--- src/hw/rtl/kabf_pkg.sv ---
// ----------------------------------------------------------------------------
// kabf_pkg
// shared constants, register codes and state types of the angle/bias filter
// ----------------------------------------------------------------------------
`default_nettype none

package kabf_pkg;

  localparam int NUM_AXES_DEF    = 2;
  localparam int VALUE_WIDTH_DEF = 32;
  localparam int COV_FRAC        = 24;
  localparam int CFG_W           = 25;
  localparam int CFG_IDX_W       = 2;
  localparam int SAMPLE_W        = 32;

  localparam logic [CFG_W-1:0] STEP_TIME_RST     = 25'd167772;
  localparam logic [CFG_W-1:0] ANGLE_NOISE_RST   = 25'd167772;
  localparam logic [CFG_W-1:0] BIAS_NOISE_RST    = 25'd5033;
  localparam logic [CFG_W-1:0] MEASURE_NOISE_RST = 25'd167772;

  typedef enum logic [CFG_IDX_W-1:0] {
    REG_STEP_TIME,
    REG_ANGLE_NOISE,
    REG_BIAS_NOISE,
    REG_MEASURE_NOISE
  } cfg_reg_e;

  typedef enum logic [1:0] {
    UNIT_IDLE,
    UNIT_RUN,
    UNIT_FIN
  } unit_state_e;

  typedef enum logic [2:0] {
    ST_IDLE,
    ST_LOAD,
    ST_MUL_GO,
    ST_MUL_WAIT,
    ST_YS,
    ST_DIV_GO,
    ST_DIV_WAIT,
    ST_DONE
  } core_state_e;

  typedef enum logic [3:0] {
    M_EA_PRED,
    M_T1,
    M_AA_PRED,
    M_T2,
    M_BB_PRED,
    M_EA_COR,
    M_EB_COR,
    M_AA_COR,
    M_AB_COR,
    M_BA_COR,
    M_BB_COR
  } mul_step_e;

endpackage

`default_nettype wire

--- src/hw/rtl/kabf_state_mem.sv ---
// ----------------------------------------------------------------------------
// kabf_state_mem
// per-axis filter state memory, registered read, entries read as zero
// until first written
// ----------------------------------------------------------------------------
`default_nettype none

module kabf_state_mem
  import kabf_pkg::*;
#(
  parameter int NUM_AXES = NUM_AXES_DEF,
  parameter int VW       = VALUE_WIDTH_DEF
) (
  input  wire logic                                              clk_i,
  input  wire logic                                              rst_ni,
  input  wire logic                                              rd_en_i,
  input  wire logic [$clog2((NUM_AXES > 1) ? NUM_AXES : 2)-1:0]  rd_addr_i,
  output logic      [6*VW-1:0]                                   rd_data_o,
  input  wire logic                                              wr_en_i,
  input  wire logic [$clog2((NUM_AXES > 1) ? NUM_AXES : 2)-1:0]  wr_addr_i,
  input  wire logic [6*VW-1:0]                                   wr_data_i
);

  logic [6*VW-1:0]     mem_q [NUM_AXES];
  logic [NUM_AXES-1:0] vld_q;
  logic [6*VW-1:0]     data_q;
  logic                data_vld_q;

  always_ff @(posedge clk_i) begin
    if (wr_en_i) begin
      mem_q[wr_addr_i] <= wr_data_i;
    end
    if (rd_en_i) begin
      data_q <= mem_q[rd_addr_i];
    end
  end

  always_ff @(posedge clk_i or negedge rst_ni) begin
    if (!rst_ni) begin
      vld_q      <= '0;
      data_vld_q <= 1'b0;
    end else begin
      if (wr_en_i) begin
        vld_q[wr_addr_i] <= 1'b1;
      end
      if (rd_en_i) begin
        data_vld_q <= vld_q[rd_addr_i];
      end
    end
  end

  assign rd_data_o = data_vld_q ? data_q : '0;

endmodule

`default_nettype wire

--- src/hw/rtl/kabf_mul.sv ---
// ----------------------------------------------------------------------------
// kabf_mul
// shared fixed-point multiplier: 16-bit slices per cycle, product shifted
// right by the covariance fraction, rounded on magnitude and saturated
// ----------------------------------------------------------------------------
`default_nettype none

module kabf_mul
  import kabf_pkg::*;
#(
  parameter int VW = VALUE_WIDTH_DEF,
  parameter int OW = 32
) (
  input  wire logic                 clk_i,
  input  wire logic                 rst_ni,
  input  wire logic                 start_i,
  input  wire logic signed [OW-1:0] a_i,
  input  wire logic signed [OW-1:0] b_i,
  output logic                      done_o,
  output logic signed [VW-1:0]      p_o
);

  localparam int NCH = (OW + 15) / 16;
  localparam int BW  = NCH * 16;
  localparam int AW  = OW + BW;
  localparam int SHW = AW + 1 - COV_FRAC;
  localparam int CW  = $clog2(NCH + 1);

  unit_state_e           state_q, state_d;
  logic [OW-1:0]         ua_q, ua_d;
  logic [BW-1:0]         ub_q, ub_d;
  logic [AW-1:0]         acc_q, acc_d;
  logic [CW-1:0]         cnt_q, cnt_d;
  logic                  neg_q, neg_d;
  logic signed [VW-1:0]  p_q, p_d;
  logic                  done_q, done_d;

  logic [AW-1:0]  prod;
  logic [AW:0]    rnd;
  logic [SHW-1:0] sh;
  logic [SHW-1:0] lim;
  logic [VW-1:0]  m;
  logic [OW-1:0]  mag_b;

  always_ff @(posedge clk_i or negedge rst_ni) begin
    if (!rst_ni) begin
      state_q <= UNIT_IDLE;
      done_q  <= 1'b0;
    end else begin
      state_q <= state_d;
      done_q  <= done_d;
    end
  end

  always_ff @(posedge clk_i) begin
    ua_q  <= ua_d;
    ub_q  <= ub_d;
    acc_q <= acc_d;
    cnt_q <= cnt_d;
    neg_q <= neg_d;
    p_q   <= p_d;
  end

  always_comb begin
    state_d = state_q;
    ua_d    = ua_q;
    ub_d    = ub_q;
    acc_d   = acc_q;
    cnt_d   = cnt_q;
    neg_d   = neg_q;
    p_d     = p_q;
    done_d  = 1'b0;

    mag_b = b_i[OW-1] ? OW'(-b_i) : OW'(b_i);
    prod  = AW'(ua_q) * AW'(ub_q[BW-1 -: 16]);
    rnd   = {1'b0, acc_q} + ((AW+1)'(1) << (COV_FRAC - 1));
    sh    = rnd[AW:COV_FRAC];
    lim   = neg_q ? (SHW'(1) << (VW - 1)) : ((SHW'(1) << (VW - 1)) - SHW'(1));
    m     = (sh > lim) ? lim[VW-1:0] : sh[VW-1:0];

    case (state_q)
      UNIT_IDLE: begin
        if (start_i) begin
          ua_d    = a_i[OW-1] ? OW'(-a_i) : OW'(a_i);
          ub_d    = BW'(mag_b);
          neg_d   = a_i[OW-1] ^ b_i[OW-1];
          acc_d   = '0;
          cnt_d   = CW'(NCH);
          state_d = UNIT_RUN;
        end
      end
      UNIT_RUN: begin
        acc_d = (acc_q << 16) + prod;
        ub_d  = ub_q << 16;
        cnt_d = cnt_q - CW'(1);
        if (cnt_q == CW'(1)) begin
          state_d = UNIT_FIN;
        end
      end
      UNIT_FIN: begin
        p_d     = neg_q ? (VW'(0) - m) : m;
        done_d  = 1'b1;
        state_d = UNIT_IDLE;
      end
      default: begin
        state_d = UNIT_IDLE;
      end
    endcase
  end

  assign done_o = done_q;
  assign p_o    = p_q;

endmodule

`default_nettype wire

--- src/hw/rtl/kabf_div.sv ---
// ----------------------------------------------------------------------------
// kabf_div
// gain divider: restoring division one quotient bit per cycle, quotient in
// covariance format truncated toward zero and saturated
// ----------------------------------------------------------------------------
`default_nettype none

module kabf_div
  import kabf_pkg::*;
#(
  parameter int VW = VALUE_WIDTH_DEF
) (
  input  wire logic                 clk_i,
  input  wire logic                 rst_ni,
  input  wire logic                 start_i,
  input  wire logic signed [VW-1:0] p_i,
  input  wire logic signed [VW-1:0] s_i,
  output logic                      done_o,
  output logic signed [VW-1:0]      q_o
);

  localparam int NW = VW + COV_FRAC;
  localparam int CW = $clog2(NW + 1);

  unit_state_e          state_q, state_d;
  logic [NW-1:0]        num_q, num_d;
  logic [VW:0]          rem_q, rem_d;
  logic [VW-1:0]        us_q, us_d;
  logic [CW-1:0]        cnt_q, cnt_d;
  logic                 neg_q, neg_d;
  logic                 pz_q, pz_d;
  logic signed [VW-1:0] q_q, q_d;
  logic                 done_q, done_d;

  logic [VW-1:0] up;
  logic [VW:0]   rem_t;
  logic          ge;
  logic [NW-1:0] lim;
  logic [VW-1:0] m;

  always_ff @(posedge clk_i or negedge rst_ni) begin
    if (!rst_ni) begin
      state_q <= UNIT_IDLE;
      done_q  <= 1'b0;
    end else begin
      state_q <= state_d;
      done_q  <= done_d;
    end
  end

  always_ff @(posedge clk_i) begin
    num_q <= num_d;
    rem_q <= rem_d;
    us_q  <= us_d;
    cnt_q <= cnt_d;
    neg_q <= neg_d;
    pz_q  <= pz_d;
    q_q   <= q_d;
  end

  always_comb begin
    state_d = state_q;
    num_d   = num_q;
    rem_d   = rem_q;
    us_d    = us_q;
    cnt_d   = cnt_q;
    neg_d   = neg_q;
    pz_d    = pz_q;
    q_d     = q_q;
    done_d  = 1'b0;

    up    = p_i[VW-1] ? VW'(-p_i) : VW'(p_i);
    rem_t = {rem_q[VW-1:0], num_q[NW-1]};
    ge    = (rem_t >= {1'b0, us_q});
    lim   = neg_q ? (NW'(1) << (VW - 1)) : ((NW'(1) << (VW - 1)) - NW'(1));
    m     = (num_q > lim) ? lim[VW-1:0] : num_q[VW-1:0];

    case (state_q)
      UNIT_IDLE: begin
        if (start_i) begin
          num_d   = {up, {COV_FRAC{1'b0}}};
          us_d    = s_i[VW-1] ? VW'(-s_i) : VW'(s_i);
          rem_d   = '0;
          neg_d   = p_i[VW-1] ^ s_i[VW-1];
          pz_d    = (p_i == '0);
          cnt_d   = CW'(NW);
          state_d = UNIT_RUN;
        end
      end
      UNIT_RUN: begin
        rem_d = ge ? (rem_t - {1'b0, us_q}) : rem_t;
        num_d = {num_q[NW-2:0], ge};
        cnt_d = cnt_q - CW'(1);
        if (cnt_q == CW'(1)) begin
          state_d = UNIT_FIN;
        end
      end
      UNIT_FIN: begin
        // zero divisor ends with an all-ones quotient, which clamps with the sign; a zero dividend gives zero
        q_d     = pz_q ? '0 : (neg_q ? (VW'(0) - m) : m);
        done_d  = 1'b1;
        state_d = UNIT_IDLE;
      end
      default: begin
        state_d = UNIT_IDLE;
      end
    endcase
  end

  assign done_o = done_q;
  assign q_o    = q_q;

endmodule

`default_nettype wire

--- src/hw/rtl/kalman_angle_bias_filter_core.sv ---
// ----------------------------------------------------------------------------
// kalman_angle_bias_filter_core
// two-state tilt filter per axis: predict, gain division, correct; state kept
// in a per-axis memory and updated by a sequencer around one shared multiplier
// one item in flight: in_ready is high only when idle, so the next beat can be
// taken in the cycle after the result is posted, and an output stall that holds
// the result in the done state holds the next beat back as well; the work runs
// through the 16-bit slice multiplier and the bit-serial gain dividers
// reset: registers take their default values and every axis state reads as zero
// ----------------------------------------------------------------------------
`default_nettype none

module kalman_angle_bias_filter_core
  import kabf_pkg::*;
#(
  parameter int NUM_AXES    = NUM_AXES_DEF,
  parameter int VALUE_WIDTH = VALUE_WIDTH_DEF
) (
  input  wire logic                       clk_i,
  input  wire logic                       rst_ni,
  input  wire logic                       cfg_we_i,
  input  wire logic [CFG_IDX_W-1:0]       cfg_idx_i,
  input  wire logic [CFG_W-1:0]           cfg_wdata_i,
  input  wire logic                       in_valid_i,
  output logic                            in_ready_o,
  input  wire logic                       axis_i,
  input  wire logic signed [SAMPLE_W-1:0] accel_angle_i,
  input  wire logic signed [SAMPLE_W-1:0] gyro_rate_i,
  output logic                            out_valid_o,
  input  wire logic                       out_ready_i,
  output logic                            axis_out_o,
  output logic signed [SAMPLE_W-1:0]      filtered_angle_o
);

  localparam int W   = VALUE_WIDTH;
  localparam int OW  = (W > 26) ? W : 26;
  localparam int SW  = ((W > SAMPLE_W) ? W : SAMPLE_W) + 4;
  localparam int AXW = (NUM_AXES > 1) ? $clog2(NUM_AXES) : 1;

  localparam logic signed [SW-1:0] VMAX_S = {{(SW-W+1){1'b0}}, {(W-1){1'b1}}};
  localparam logic signed [SW-1:0] VMIN_S = ~VMAX_S;
  localparam logic signed [SW-1:0] OMAX_S = {{(SW-SAMPLE_W+1){1'b0}}, {(SAMPLE_W-1){1'b1}}};
  localparam logic signed [SW-1:0] OMIN_S = ~OMAX_S;

  function automatic logic signed [W-1:0] sat_w(input logic signed [SW-1:0] v);
    if (v > VMAX_S) begin
      sat_w = VMAX_S[W-1:0];
    end else if (v < VMIN_S) begin
      sat_w = VMIN_S[W-1:0];
    end else begin
      sat_w = v[W-1:0];
    end
  endfunction

  function automatic logic signed [SAMPLE_W-1:0] sat_o(input logic signed [W-1:0] v);
    logic signed [SW-1:0] x;
    x = SW'(v);
    if (x > OMAX_S) begin
      sat_o = OMAX_S[SAMPLE_W-1:0];
    end else if (x < OMIN_S) begin
      sat_o = OMIN_S[SAMPLE_W-1:0];
    end else begin
      sat_o = x[SAMPLE_W-1:0];
    end
  endfunction

  function automatic logic signed [SW-1:0] ext(input logic signed [W-1:0] v);
    ext = SW'(v);
  endfunction

  function automatic logic signed [SW-1:0] rext(input logic [CFG_W-1:0] v);
    rext = $signed(SW'(v));
  endfunction

  function automatic logic signed [OW-1:0] opw(input logic signed [W-1:0] v);
    opw = OW'(v);
  endfunction

  function automatic logic signed [OW-1:0] opr(input logic [CFG_W-1:0] v);
    opr = $signed(OW'(v));
  endfunction

  // configuration registers
  logic [CFG_W-1:0] dt_q, an_q, bn_q, mn_q;

  always_ff @(posedge clk_i or negedge rst_ni) begin
    if (!rst_ni) begin
      dt_q <= STEP_TIME_RST;
      an_q <= ANGLE_NOISE_RST;
      bn_q <= BIAS_NOISE_RST;
      mn_q <= MEASURE_NOISE_RST;
    end else if (cfg_we_i) begin
      case (cfg_reg_e'(cfg_idx_i))
        REG_STEP_TIME:     dt_q <= cfg_wdata_i;
        REG_ANGLE_NOISE:   an_q <= cfg_wdata_i;
        REG_BIAS_NOISE:    bn_q <= cfg_wdata_i;
        REG_MEASURE_NOISE: mn_q <= cfg_wdata_i;
        default: ;
      endcase
    end
  end

  core_state_e state_q, state_d;
  mul_step_e   mstep_q, mstep_d;
  logic        out_valid_q, out_valid_d;
  logic        oob_q, oob_d;

  logic                       axis_q, axis_d;
  logic signed [W-1:0]        meas_q, meas_d;
  logic signed [W-1:0]        rate_q, rate_d;
  logic signed [W-1:0]        ea_q, ea_d, eb_q, eb_d;
  logic signed [W-1:0]        aa_q, aa_d, ab_q, ab_d, ba_q, ba_d, bb_q, bb_d;
  logic signed [W-1:0]        t_q, t_d, y_q, y_d, s_q, s_d, k0_q, k0_d, k1_q, k1_d;
  logic                       axis_out_q, axis_out_d;
  logic signed [SAMPLE_W-1:0] fa_q, fa_d;

  logic                 accept, oob_in;
  logic                 rd_en, wr_en;
  logic [6*W-1:0]       rd_data, wr_data;
  logic                 mul_start, mul_done;
  logic signed [OW-1:0] mul_a, mul_b;
  logic signed [W-1:0]  mul_p;
  logic                 div_start, div0_done, div1_done;
  logic signed [W-1:0]  div0_q, div1_q;

  assign in_ready_o = (state_q == ST_IDLE);
  assign accept     = in_valid_i & in_ready_o;
  assign oob_in     = (int'(axis_i) >= NUM_AXES);
  assign rd_en      = accept & ~oob_in;
  assign wr_data    = {ea_q, eb_q, aa_q, ab_q, ba_q, bb_q};

  kabf_state_mem #(
    .NUM_AXES (NUM_AXES),
    .VW       (W)
  ) u_mem (
    .clk_i     (clk_i),
    .rst_ni    (rst_ni),
    .rd_en_i   (rd_en),
    .rd_addr_i (AXW'(axis_i)),
    .rd_data_o (rd_data),
    .wr_en_i   (wr_en),
    .wr_addr_i (AXW'(axis_q)),
    .wr_data_i (wr_data)
  );

  kabf_mul #(
    .VW (W),
    .OW (OW)
  ) u_mul (
    .clk_i   (clk_i),
    .rst_ni  (rst_ni),
    .start_i (mul_start),
    .a_i     (mul_a),
    .b_i     (mul_b),
    .done_o  (mul_done),
    .p_o     (mul_p)
  );

  kabf_div #(
    .VW (W)
  ) u_div0 (
    .clk_i   (clk_i),
    .rst_ni  (rst_ni),
    .start_i (div_start),
    .p_i     (aa_q),
    .s_i     (s_q),
    .done_o  (div0_done),
    .q_o     (div0_q)
  );

  kabf_div #(
    .VW (W)
  ) u_div1 (
    .clk_i   (clk_i),
    .rst_ni  (rst_ni),
    .start_i (div_start),
    .p_i     (ba_q),
    .s_i     (s_q),
    .done_o  (div1_done),
    .q_o     (div1_q)
  );

  // multiplier operand select
  always_comb begin
    mul_a = opr(dt_q);
    mul_b = opr(dt_q);
    case (mstep_q)
      M_EA_PRED: begin
        mul_a = opr(dt_q);
        mul_b = opw(sat_w(ext(rate_q) - ext(eb_q)));
      end
      M_T1: begin
        mul_a = opr(dt_q);
        mul_b = opw(sat_w(ext(ba_q) + ext(ab_q)));
      end
      M_AA_PRED: begin
        mul_a = opr(an_q);
        mul_b = opr(dt_q);
      end
      M_T2: begin
        mul_a = opr(dt_q);
        mul_b = opw(bb_q);
      end
      M_BB_PRED: begin
        mul_a = opr(bn_q);
        mul_b = opr(dt_q);
      end
      M_EA_COR: begin
        mul_a = opw(k0_q);
        mul_b = opw(y_q);
      end
      M_EB_COR: begin
        mul_a = opw(k1_q);
        mul_b = opw(y_q);
      end
      M_AA_COR: begin
        mul_a = opw(k0_q);
        mul_b = opw(aa_q);
      end
      M_AB_COR: begin
        mul_a = opw(k0_q);
        mul_b = opw(ab_q);
      end
      M_BA_COR: begin
        mul_a = opw(k1_q);
        mul_b = opw(aa_q);
      end
      M_BB_COR: begin
        mul_a = opw(k1_q);
        mul_b = opw(ab_q);
      end
      default: ;
    endcase
  end

  always_ff @(posedge clk_i or negedge rst_ni) begin
    if (!rst_ni) begin
      state_q     <= ST_IDLE;
      mstep_q     <= M_EA_PRED;
      out_valid_q <= 1'b0;
      oob_q       <= 1'b0;
    end else begin
      state_q     <= state_d;
      mstep_q     <= mstep_d;
      out_valid_q <= out_valid_d;
      oob_q       <= oob_d;
    end
  end

  always_ff @(posedge clk_i) begin
    axis_q     <= axis_d;
    meas_q     <= meas_d;
    rate_q     <= rate_d;
    ea_q       <= ea_d;
    eb_q       <= eb_d;
    aa_q       <= aa_d;
    ab_q       <= ab_d;
    ba_q       <= ba_d;
    bb_q       <= bb_d;
    t_q        <= t_d;
    y_q        <= y_d;
    s_q        <= s_d;
    k0_q       <= k0_d;
    k1_q       <= k1_d;
    axis_out_q <= axis_out_d;
    fa_q       <= fa_d;
  end

  always_comb begin
    state_d     = state_q;
    mstep_d     = mstep_q;
    oob_d       = oob_q;
    axis_d      = axis_q;
    meas_d      = meas_q;
    rate_d      = rate_q;
    ea_d        = ea_q;
    eb_d        = eb_q;
    aa_d        = aa_q;
    ab_d        = ab_q;
    ba_d        = ba_q;
    bb_d        = bb_q;
    t_d         = t_q;
    y_d         = y_q;
    s_d         = s_q;
    k0_d        = k0_q;
    k1_d        = k1_q;
    axis_out_d  = axis_out_q;
    fa_d        = fa_q;
    out_valid_d = out_valid_q & ~out_ready_i;
    mul_start   = 1'b0;
    div_start   = 1'b0;
    wr_en       = 1'b0;

    case (state_q)
      ST_IDLE: begin
        if (accept) begin
          axis_d  = axis_i;
          meas_d  = sat_w(SW'(accel_angle_i));
          rate_d  = sat_w(SW'(gyro_rate_i));
          oob_d   = oob_in;
          state_d = oob_in ? ST_DONE : ST_LOAD;
        end
      end
      ST_LOAD: begin
        ea_d    = rd_data[6*W-1 -: W];
        eb_d    = rd_data[5*W-1 -: W];
        aa_d    = rd_data[4*W-1 -: W];
        ab_d    = rd_data[3*W-1 -: W];
        ba_d    = rd_data[2*W-1 -: W];
        bb_d    = rd_data[W-1:0];
        mstep_d = M_EA_PRED;
        state_d = ST_MUL_GO;
      end
      ST_MUL_GO: begin
        mul_start = 1'b1;
        state_d   = ST_MUL_WAIT;
      end
      ST_MUL_WAIT: begin
        if (mul_done) begin
          mstep_d = mul_step_e'(mstep_q + 4'd1);
          state_d = ST_MUL_GO;
          case (mstep_q)
            M_EA_PRED: ea_d = sat_w(ext(ea_q) + ext(mul_p));
            M_T1:      t_d  = mul_p;
            M_AA_PRED: aa_d = sat_w(ext(aa_q) - ext(t_q) + ext(mul_p));
            M_T2: begin
              ab_d = sat_w(ext(ab_q) - ext(mul_p));
              ba_d = sat_w(ext(ba_q) - ext(mul_p));
            end
            M_BB_PRED: begin
              bb_d    = sat_w(ext(bb_q) + ext(mul_p));
              state_d = ST_YS;
            end
            M_EA_COR:  ea_d = sat_w(ext(ea_q) + ext(mul_p));
            M_EB_COR:  eb_d = sat_w(ext(eb_q) + ext(mul_p));
            M_AA_COR:  aa_d = sat_w(ext(aa_q) - ext(mul_p));
            M_AB_COR:  ab_d = sat_w(ext(ab_q) - ext(mul_p));
            M_BA_COR:  ba_d = sat_w(ext(ba_q) - ext(mul_p));
            M_BB_COR: begin
              bb_d    = sat_w(ext(bb_q) - ext(mul_p));
              state_d = ST_DONE;
            end
            default: state_d = ST_DONE;
          endcase
        end
      end
      ST_YS: begin
        y_d     = sat_w(ext(meas_q) - ext(ea_q));
        s_d     = sat_w(ext(aa_q) + rext(mn_q));
        state_d = ST_DIV_GO;
      end
      ST_DIV_GO: begin
        div_start = 1'b1;
        state_d   = ST_DIV_WAIT;
      end
      ST_DIV_WAIT: begin
        if (div0_done & div1_done) begin
          k0_d    = div0_q;
          k1_d    = div1_q;
          mstep_d = M_EA_COR;
          state_d = ST_MUL_GO;
        end
      end
      ST_DONE: begin
        if (!out_valid_q || out_ready_i) begin
          wr_en       = ~oob_q;
          axis_out_d  = axis_q;
          fa_d        = oob_q ? '0 : sat_o(ea_q);
          out_valid_d = 1'b1;
          state_d     = ST_IDLE;
        end
      end
      default: begin
        state_d = ST_IDLE;
      end
    endcase
  end

  assign out_valid_o      = out_valid_q;
  assign axis_out_o       = axis_out_q;
  assign filtered_angle_o = fa_q;

endmodule

`default_nettype wire

--- config.mk ---
export PLATFORM = sky130hd
export DESIGN_NAME = kalman_angle_bias_filter_core
export DESIGN_NICKNAME = d
export VERILOG_FILES = /design/src/hw/rtl/kabf_pkg.sv /design/src/hw/rtl/kabf_state_mem.sv /design/src/hw/rtl/kabf_mul.sv /design/src/hw/rtl/kabf_div.sv /design/src/hw/rtl/kalman_angle_bias_filter_core.sv
export SDC_FILE = /design/constraint.sdc
export NUM_CORES = 2
export LEC_CHECK = 0
export BUFFER_PORTS_ARGS = -buffer_cell sky130_fd_sc_hd__buf_4
export CAP_MARGIN = 20
export CORE_UTILIZATION = 60
export DETAILED_ROUTE_END_ITERATION = 10
export PLACE_DENSITY = 0.87
export SETUP_SLACK_MARGIN = 0.2
export SLEW_MARGIN = 25
export SYNTH_ARGS = -nofsm -noshare
export SYNTH_HDL_FRONTEND = slang
export SYNTH_SLANG_ARGS = --single-unit
--- constraint.sdc ---
create_clock -name clk_i -period 22.5 [get_ports clk_i]
set_input_delay 3.375 -clock clk_i [delete_from_list [all_inputs] [get_ports clk_i]]
set_output_delay 3.375 -clock clk_i [all_outputs]
set_load 0.03 [all_outputs]
After elaboration in Yosys (flattened, before gate mapping)
Memory sizes are Yosys's and may differ from the RTL's. A register that Yosys moved wholly into a read port is not among the register bits.
Cells that the tools add are included.
{"block": "op_classes", "add_sub_neg": 29, "multipliers": 1, "mux": 110, "order_cmp": 38, "bitwise": 8, "eq_ne": 45, "n_reduce_logical": 50}
{"cell": "two-way mux 32 bit", "n": 52}
{"cell": "one-hot mux 32 bit (2 select lines)", "n": 11}
{"cell": "greater-than comparator 33 x 32 -> 1 bit (second input constant)", "n": 11}
{"cell": "less-than comparator 33 x 32 -> 1 bit (second input constant)", "n": 11}
{"cell": "subtractor 32 x 32 -> 33 bit", "n": 7}
{"cell": "one-hot mux 56 bit (2 select lines)", "n": 2}
{"cell": "two-way mux 192 bit", "n": 1}
{"cell": "one-hot mux 32 bit (6 select lines)", "n": 1}
{"cell": "negator 32 bit", "n": 5}
{"cell": "adder 32 x 32 -> 33 bit", "n": 4}
{"cell": "one-hot mux 32 bit (4 select lines)", "n": 1}
{"cell": "one-hot mux 64 bit (2 select lines)", "n": 1}
{"cell": "greater-than comparator 56 bit", "n": 2}
{"cell": "two-way mux 56 bit", "n": 2}
{"cell": "greater-than comparator 32 bit (second input constant)", "n": 3}
{"cell": "less-than comparator 32 bit (second input constant)", "n": 3}
{"cell": "subtractor 1 x 32 -> 32 bit (first input constant)", "n": 3}
{"cell": ">= comparator 33 x 32 -> 1 bit", "n": 2}
{"cell": "adder 64 x 24 -> 65 bit (second input constant)", "n": 1}
{"cell": "adder 64 x 48 -> 64 bit", "n": 1}
{"cell": "logical NOT 32 bit", "n": 2}
{"cell": "two-way mux 64 bit", "n": 1}
{"cell": "subtractor 32 bit", "n": 2}
{"cell": "multiplier 32 x 16 -> 48 bit", "n": 1}
{"cell": "other kinds (54)", "n": 151}
{"block": "word_totals", "mem_count": 1, "input_bits": 97, "regBits": 1053, "word_cells": 335, "out_inout_bits": 35, "ram_bits": 384}
{"memory": "u_mem.mem_q", "depth": 2, "width": 192, "rd": 1, "rd_ports_with_merged_regs": 1, "wr": 1, "line_no": "kabf_state_mem.sv:24", "rtl": "logic [6*VW-1:0] mem_q [NUM_AXES];"}

Longest topological paths before layout
{"block": "depth", "word_depth": 9, "ltp_mapped": 30, "depth_no_buf": 27}

Modules after synthesis
A second synthesis with hierarchy kept.
{"block": "hier_totals", "hier_cells": 11239, "hier_area_um2": 115470.7}
{"module": "kalman_angle_bias_filter_core", "area_per_inst_um2": 44775.4, "instances": 1, "cells_per_inst": 4871, "seq_area_each_um2": 16261.8}
{"module": "kabf_mul", "area_per_inst_um2": 27361.2, "instances": 1, "cells_per_inst": 3030, "seq_area_each_um2": 4969.8}
{"module": "kabf_div", "area_per_inst_um2": 11114.4, "instances": 2, "cells_per_inst": 1163, "seq_area_each_um2": 4879.7}
{"module": "kabf_state_mem", "area_per_inst_um2": 21105.2, "instances": 1, "cells_per_inst": 1012, "seq_area_each_um2": 17371.7}

Worst setup path before layout
No wires, ideal clock.
{"block": "synth_timing", "path_type": "input port to flip-flop", "startpoint": "input out_ready_i", "endpoint": "register u_mem.vld_q[0]", "arrival_time_ps": 17603, "path_buffers": 0, "setup_ps": 149, "cell_stages": 3, "setup_slack_ps": 4748, "required_time_ps": 22351, "path_cell_list": "nor2b_1 -> nor3_1 -> or2_2"}
{"block": "synth_between", "elab_chain_cells": 3}
{"item": "start: declaration", "line_no": "kalman_angle_bias_filter_core.sv:30", "rtl": "input wire logic out_ready_i,"}
{"item": "logical OR 1 bit", "line_no": "kalman_angle_bias_filter_core.sv:365", "rtl": "if (!out_valid_q || out_ready_i) begin"}
{"item": "two-way mux 1 bit", "line_no": "kalman_angle_bias_filter_core.sv:365"}
{"item": "two-way mux 1 bit", "line_no": "kalman_angle_bias_filter_core.sv:294", "rtl": "case (state_q)"}
{"item": "end signal: assignment", "line_no": "kabf_state_mem.sv:40", "rtl": "vld_q <= '0;"}
{"item": "end signal: indexed assignment", "line_no": "kabf_state_mem.sv:44", "rtl": "vld_q[wr_addr_i] <= 1'b1;"}
{"item": "end: declaration", "line_no": "kabf_state_mem.sv:25", "rtl": "logic [NUM_AXES-1:0] vld_q;"}
Every way passes these cells.
A chain may end at the register's enable or synchronous reset.

Worst setup path after layout
{"block": "layout_timing", "startpoint": "register u_mul.ua_q[7]", "endpoint": "register u_mul.acc_q[52], data pin"}
{"block": "layout_between", "elab_chain_cells": 3}
{"item": "start: declaration", "line_no": "kabf_mul.sv:30", "rtl": "logic [OW-1:0] ua_q, ua_d;"}
{"item": "start signal: assignment", "line_no": "kabf_mul.sv:56", "rtl": "ua_q <= ua_d;"}
{"item": "multiplier 32 x 16 -> 48 bit", "line_no": "kabf_mul.sv:75", "rtl": "prod = AW'(ua_q) * AW'(ub_q[BW-1 -: 16]);"}
{"item": "adder 64 x 48 -> 64 bit", "line_no": "kabf_mul.sv:93", "rtl": "acc_d = (acc_q << 16) + prod;"}
{"item": "one-hot mux 64 bit (2 select lines)", "line_no": "kabf_mul.sv:81", "rtl": "case (state_q)"}
{"item": "end signal: assignment", "line_no": "kabf_mul.sv:58", "rtl": "acc_q <= acc_d;"}
{"item": "end: declaration", "line_no": "kabf_mul.sv:32", "rtl": "logic [AW-1:0] acc_q, acc_d;"}
Every way passes these cells.

==> key figures <==
Run status
  • Status: finished clean

Setup path
  • Slowest CP cell: edfxtp_1
  • CP peak stage delay: between 0.8 and 0.9 ns
  • Buffers plus inverters on the worst setup path: 4
  • CP Launch Type: flop
  • Required time of the worst setup path: roughly 23 ns
  • CP Cell Sequence: nand2_1, fa_1, inv_1, fa_1, inv_1, fa_1, fa_1, inv_1, fa_1, fa_1, ha_1, a21o_1, a21o_1, a21oi_1, inv_1, a41o_1, nand3_1, o21ai_0, o211a_1, nor3_1, o221ai_1, a41oi_1, or3_1, a21oi_1
  • Cell mode on critical path: fa_1
  • Top Family by Delay on Critical Path: adder cells
  • CP Max Fanout: 16
  • Type of element capturing the critical path: flop
  • Worst setup path class: flop to flop
  • WP data arrival: between 8 and 9 ns

Global route
  • Initial antenna violation count: 20
  • Vias in the first global route: between 80,000 and 90,000
  • GRT overflow: 0
  • Largest net degree at the start of global routing: 115
  • First-pass GRT wire length: 528,000 µm
  • GRT Overall Usage: 0.375

CTS
  • Clock Sinks: 1,629
  • Clock latency on the worst-skew pair: just under 0.9 ns
  • Post-cts sizing count: 0
  • CTS Hold Buffers Added: 0
  • Clock Pin Slew Worst Setup and Hold Paths: roughly 0.07 ns
  • Clock tree buffer depth: 3
  • Num CTS Buffers: 171
  • H-tree levels: 4
  • CTS root buf: clkbuf_16
  • CTS tree: done
  • Total setup buffers inserted after CTS: 0

Drt
  • Total Wirelength: roughly 360,000 µm
  • Avg WL per Cell: about 27 µm
  • DRT Pass-1 Iters: 9
  • Avg Vias per Cell: 6.66
  • Post-DRT Antenna Nets: 0
  • Residual DRC count: 0
  • Initial DRC count: ~11,000
  • Vias post-DR: 87,752

Timing
  • Final setup fails: 0
  • Min Tclk post-route: a little over 8 ns
  • Max-slew violation total from the final report: 0
  • Period Utilization, post-route: 0.363
  • Rel. slew slack: 0.171
  • Worst setup margin: 14.33 ns
  • Worst Max-Slew Pin Slew: ~1.2 ns
  • Final hold violations: 0
  • Fmax: around 0.12 GHz
  • Unrepaired setup endpoints after global routing: no
  • Final setup skew: ~0.09 ns
  • TNS Setup: 0 ns

Die
  • Core region area: around 190,000 µm²
  • # rows: 158
  • Starting Density: 0.604
  • Chip Height: approximately 430 µm
  • Die ar.: about 190,000 µm²
  • I/O pin count: ~130
  • DIE WIDTH: between 400 and 500 µm

Synth
  • Post-synth net total: 11,875
  • Syn Area/Cell: 10.6 µm²
  • Seq cells post-synth: 1,629
  • Ys Warns: 0
  • Dominant synthesized flop cell: edfxtp_1
  • Library cells used by synthesis: roughly 110
  • Number of synthesized flops with an enable pin: ~1,500
  • Post-Syn Area: roughly 110,000 µm²
  • Share of async-settable or async-resettable flops after synthesis: 0.0737
  • Seq/Total Area, Yosys: 0.432
  • Synth Instances: between 10,000 and 15,000

Finish
  • Fin cells: about 13,000
  • Share of layout cells above drive strength 1: 0.0975
  • Final instance area: between 100,000 and 150,000 µm²
  • Area Overhead vs Synth: 8.75%
  • Layout Nets: 11,819

Placement
  • PortBufs: 131
  • GPL Wtd Cong: 1.07
  • DPL Wire Length: around 260,000 µm
  • Place WS: around 14 ns
  • Dpl cells: around 13,000
  • Post-Place Cell Area: about 120,000 µm²

Min path
  • Hold Path Class: flop to flop

Job
  • Max-cap violations: 0
[Yosys cell counts (all sizes together) (36+ instances only)]
cell type | number | share of area
o31ai | 94 | 0.0064
and3 | 58 | 0.0032
dfrtp | 83 | 0.019
and2 | 269 | 0.015
nand2b | 90 | 0.0050
a21oi | 552 | 0.025
a31oi | 74 | 0.0042
a211o | 36 | 0.0028
a221o | 100 | 0.0089
a221oi | 41 | 0.0032
mux2 | 298 | 0.030
edfxtp | 1509 | 0.41
inv | 1060 | 0.036
xnor2 | 399 | 0.031
or2 | 44 | 0.0025
dfstp | 37 | 0.0087
xor2 | 179 | 0.014
o211ai | 60 | 0.0041
nand2 | 937 | 0.031
ha | 693 | 0.077
nor2 | 666 | 0.022
nand4 | 82 | 0.0046
nor4 | 63 | 0.0037
o21ai | 524 | 0.023
a211oi | 116 | 0.0078
a22oi | 38 | 0.0025
o21a | 95 | 0.0064
nand3 | 203 | 0.0092
nor3 | 177 | 0.0081
clkbuf | 488 | 0.016
a21o | 237 | 0.016
nor2b | 86 | 0.0048
or3 | 79 | 0.0046
fa | 495 | 0.089
mux2i | 77 | 0.0070
o21bai | 51 | 0.0034
[path summary, 6_finish.rpt]
| path | from | endpoint | slack [ns] | cells past startpoint |
|---|---|---|---|---|
| hold reg to reg | u_div0.q_o[20]$_SDFFCE_PP0P_ | k0_q[20]$_DFFE_PP_ | 0.42 | 0 |
| max in group asynchronous | rst_ni | out_valid_o$_DFF_PN0_ | 18.46 | 2 |
| hold / removal | u_div0.q_o[20]$_SDFFCE_PP0P_ | k0_q[20]$_DFFE_PP_ | 0.42 | 0 |
| setup / recovery | u_mul.ua_q[7]$_DFFE_PP_ | u_mul.acc_q[52]$_SDFFCE_PN0P_ | 14.33 | 24 |
| min in group asynchronous | rst_ni | u_div1.state_q[0]$_DFFE_PN0P_ | 2.52 | 1 |
| setup reg to reg | u_mul.ua_q[7]$_DFFE_PP_ | u_mul.acc_q[52]$_SDFFCE_PN0P_ | 14.33 | 24 |
[sequential cells by signal, summed over array words and instances (netlist names), 56 cells and up]
signal,cells
u_div1.num_q,56
u_mul.acc_q,64
u_mem.data_q,192
u_mem.mem_q,384
u_div0.num_q,56
[final cells by class]
class                           count  area [µm²]
Multi-Input combinational cell   7378       57900
Clock buffer                      196        4460
Fill cell                       13649       63600
Sequential cell                  1629       48400
Inverter                         1064        3990
Antenna cell                       18        45.0
Tap cell                         2480        3100
Timing Repair Buffer              290        2310
Clock inverter                    125        1530
[logic make-up after synthesis]
| logic type | count (synthesis) | synth area share |
|---|---|---|
| compound gates | 2373 | 0.143 |
| xor+xnor | 578 | 0.0452 |
| fa+ha+maj | 1198 | 0.167 |
| buf+inv | 1583 | 0.0533 |
| flops | 1629 | 0.432 |
| mux | 375 | 0.0370 |
| simple gates | 2854 | 0.122 |
[cell usage in the layout, fill, tap and decap left out, types with 82 or more instances in the layout]
cell type,synthesis,layout
nand2_1,937,934
nor3_1,175,169
buf_4,1,278
nand2b_1,90,88
and2_1,268,265
nand4_1,82,82
a21oi_1,550,544
a221o_1,100,100
xnor2_1,399,399
mux2_2,297,297
a211oi_1,115,114
o21a_1,95,95
edfxtp_1,1509,1509
ha_1,693,693
xor2_1,179,179
nand3_1,201,200
o31ai_1,93,92
inv_1,1060,1059
nor2_1,666,651
clkbuf_16,0,174
o21ai_0,510,507
a21o_1,237,237
fa_1,495,495
dfrtp_1,83,83
[metrics by stage]
step / util / hold slack, ns
final: 0.657 / 0.416
after global placement: 0.623 / 0.404
after global routing: 0.657 / 0.419
after CTS: 0.656 / 0.416
after floorplan: - / 0.400
after detailed placement: 0.623 / 0.405
[metal layers]
layer / routed length, µm / global-route usage
met1: 128000 / 0.473
met2: 158000 / 0.575
met3: 40000 / 0.0848
met4: 29500 / 0.261
met5: 44 / 0
Power is left out: the tool's default activity adds up to more than one toggle a clock period on the data nets, which glitch-free logic cannot reach.
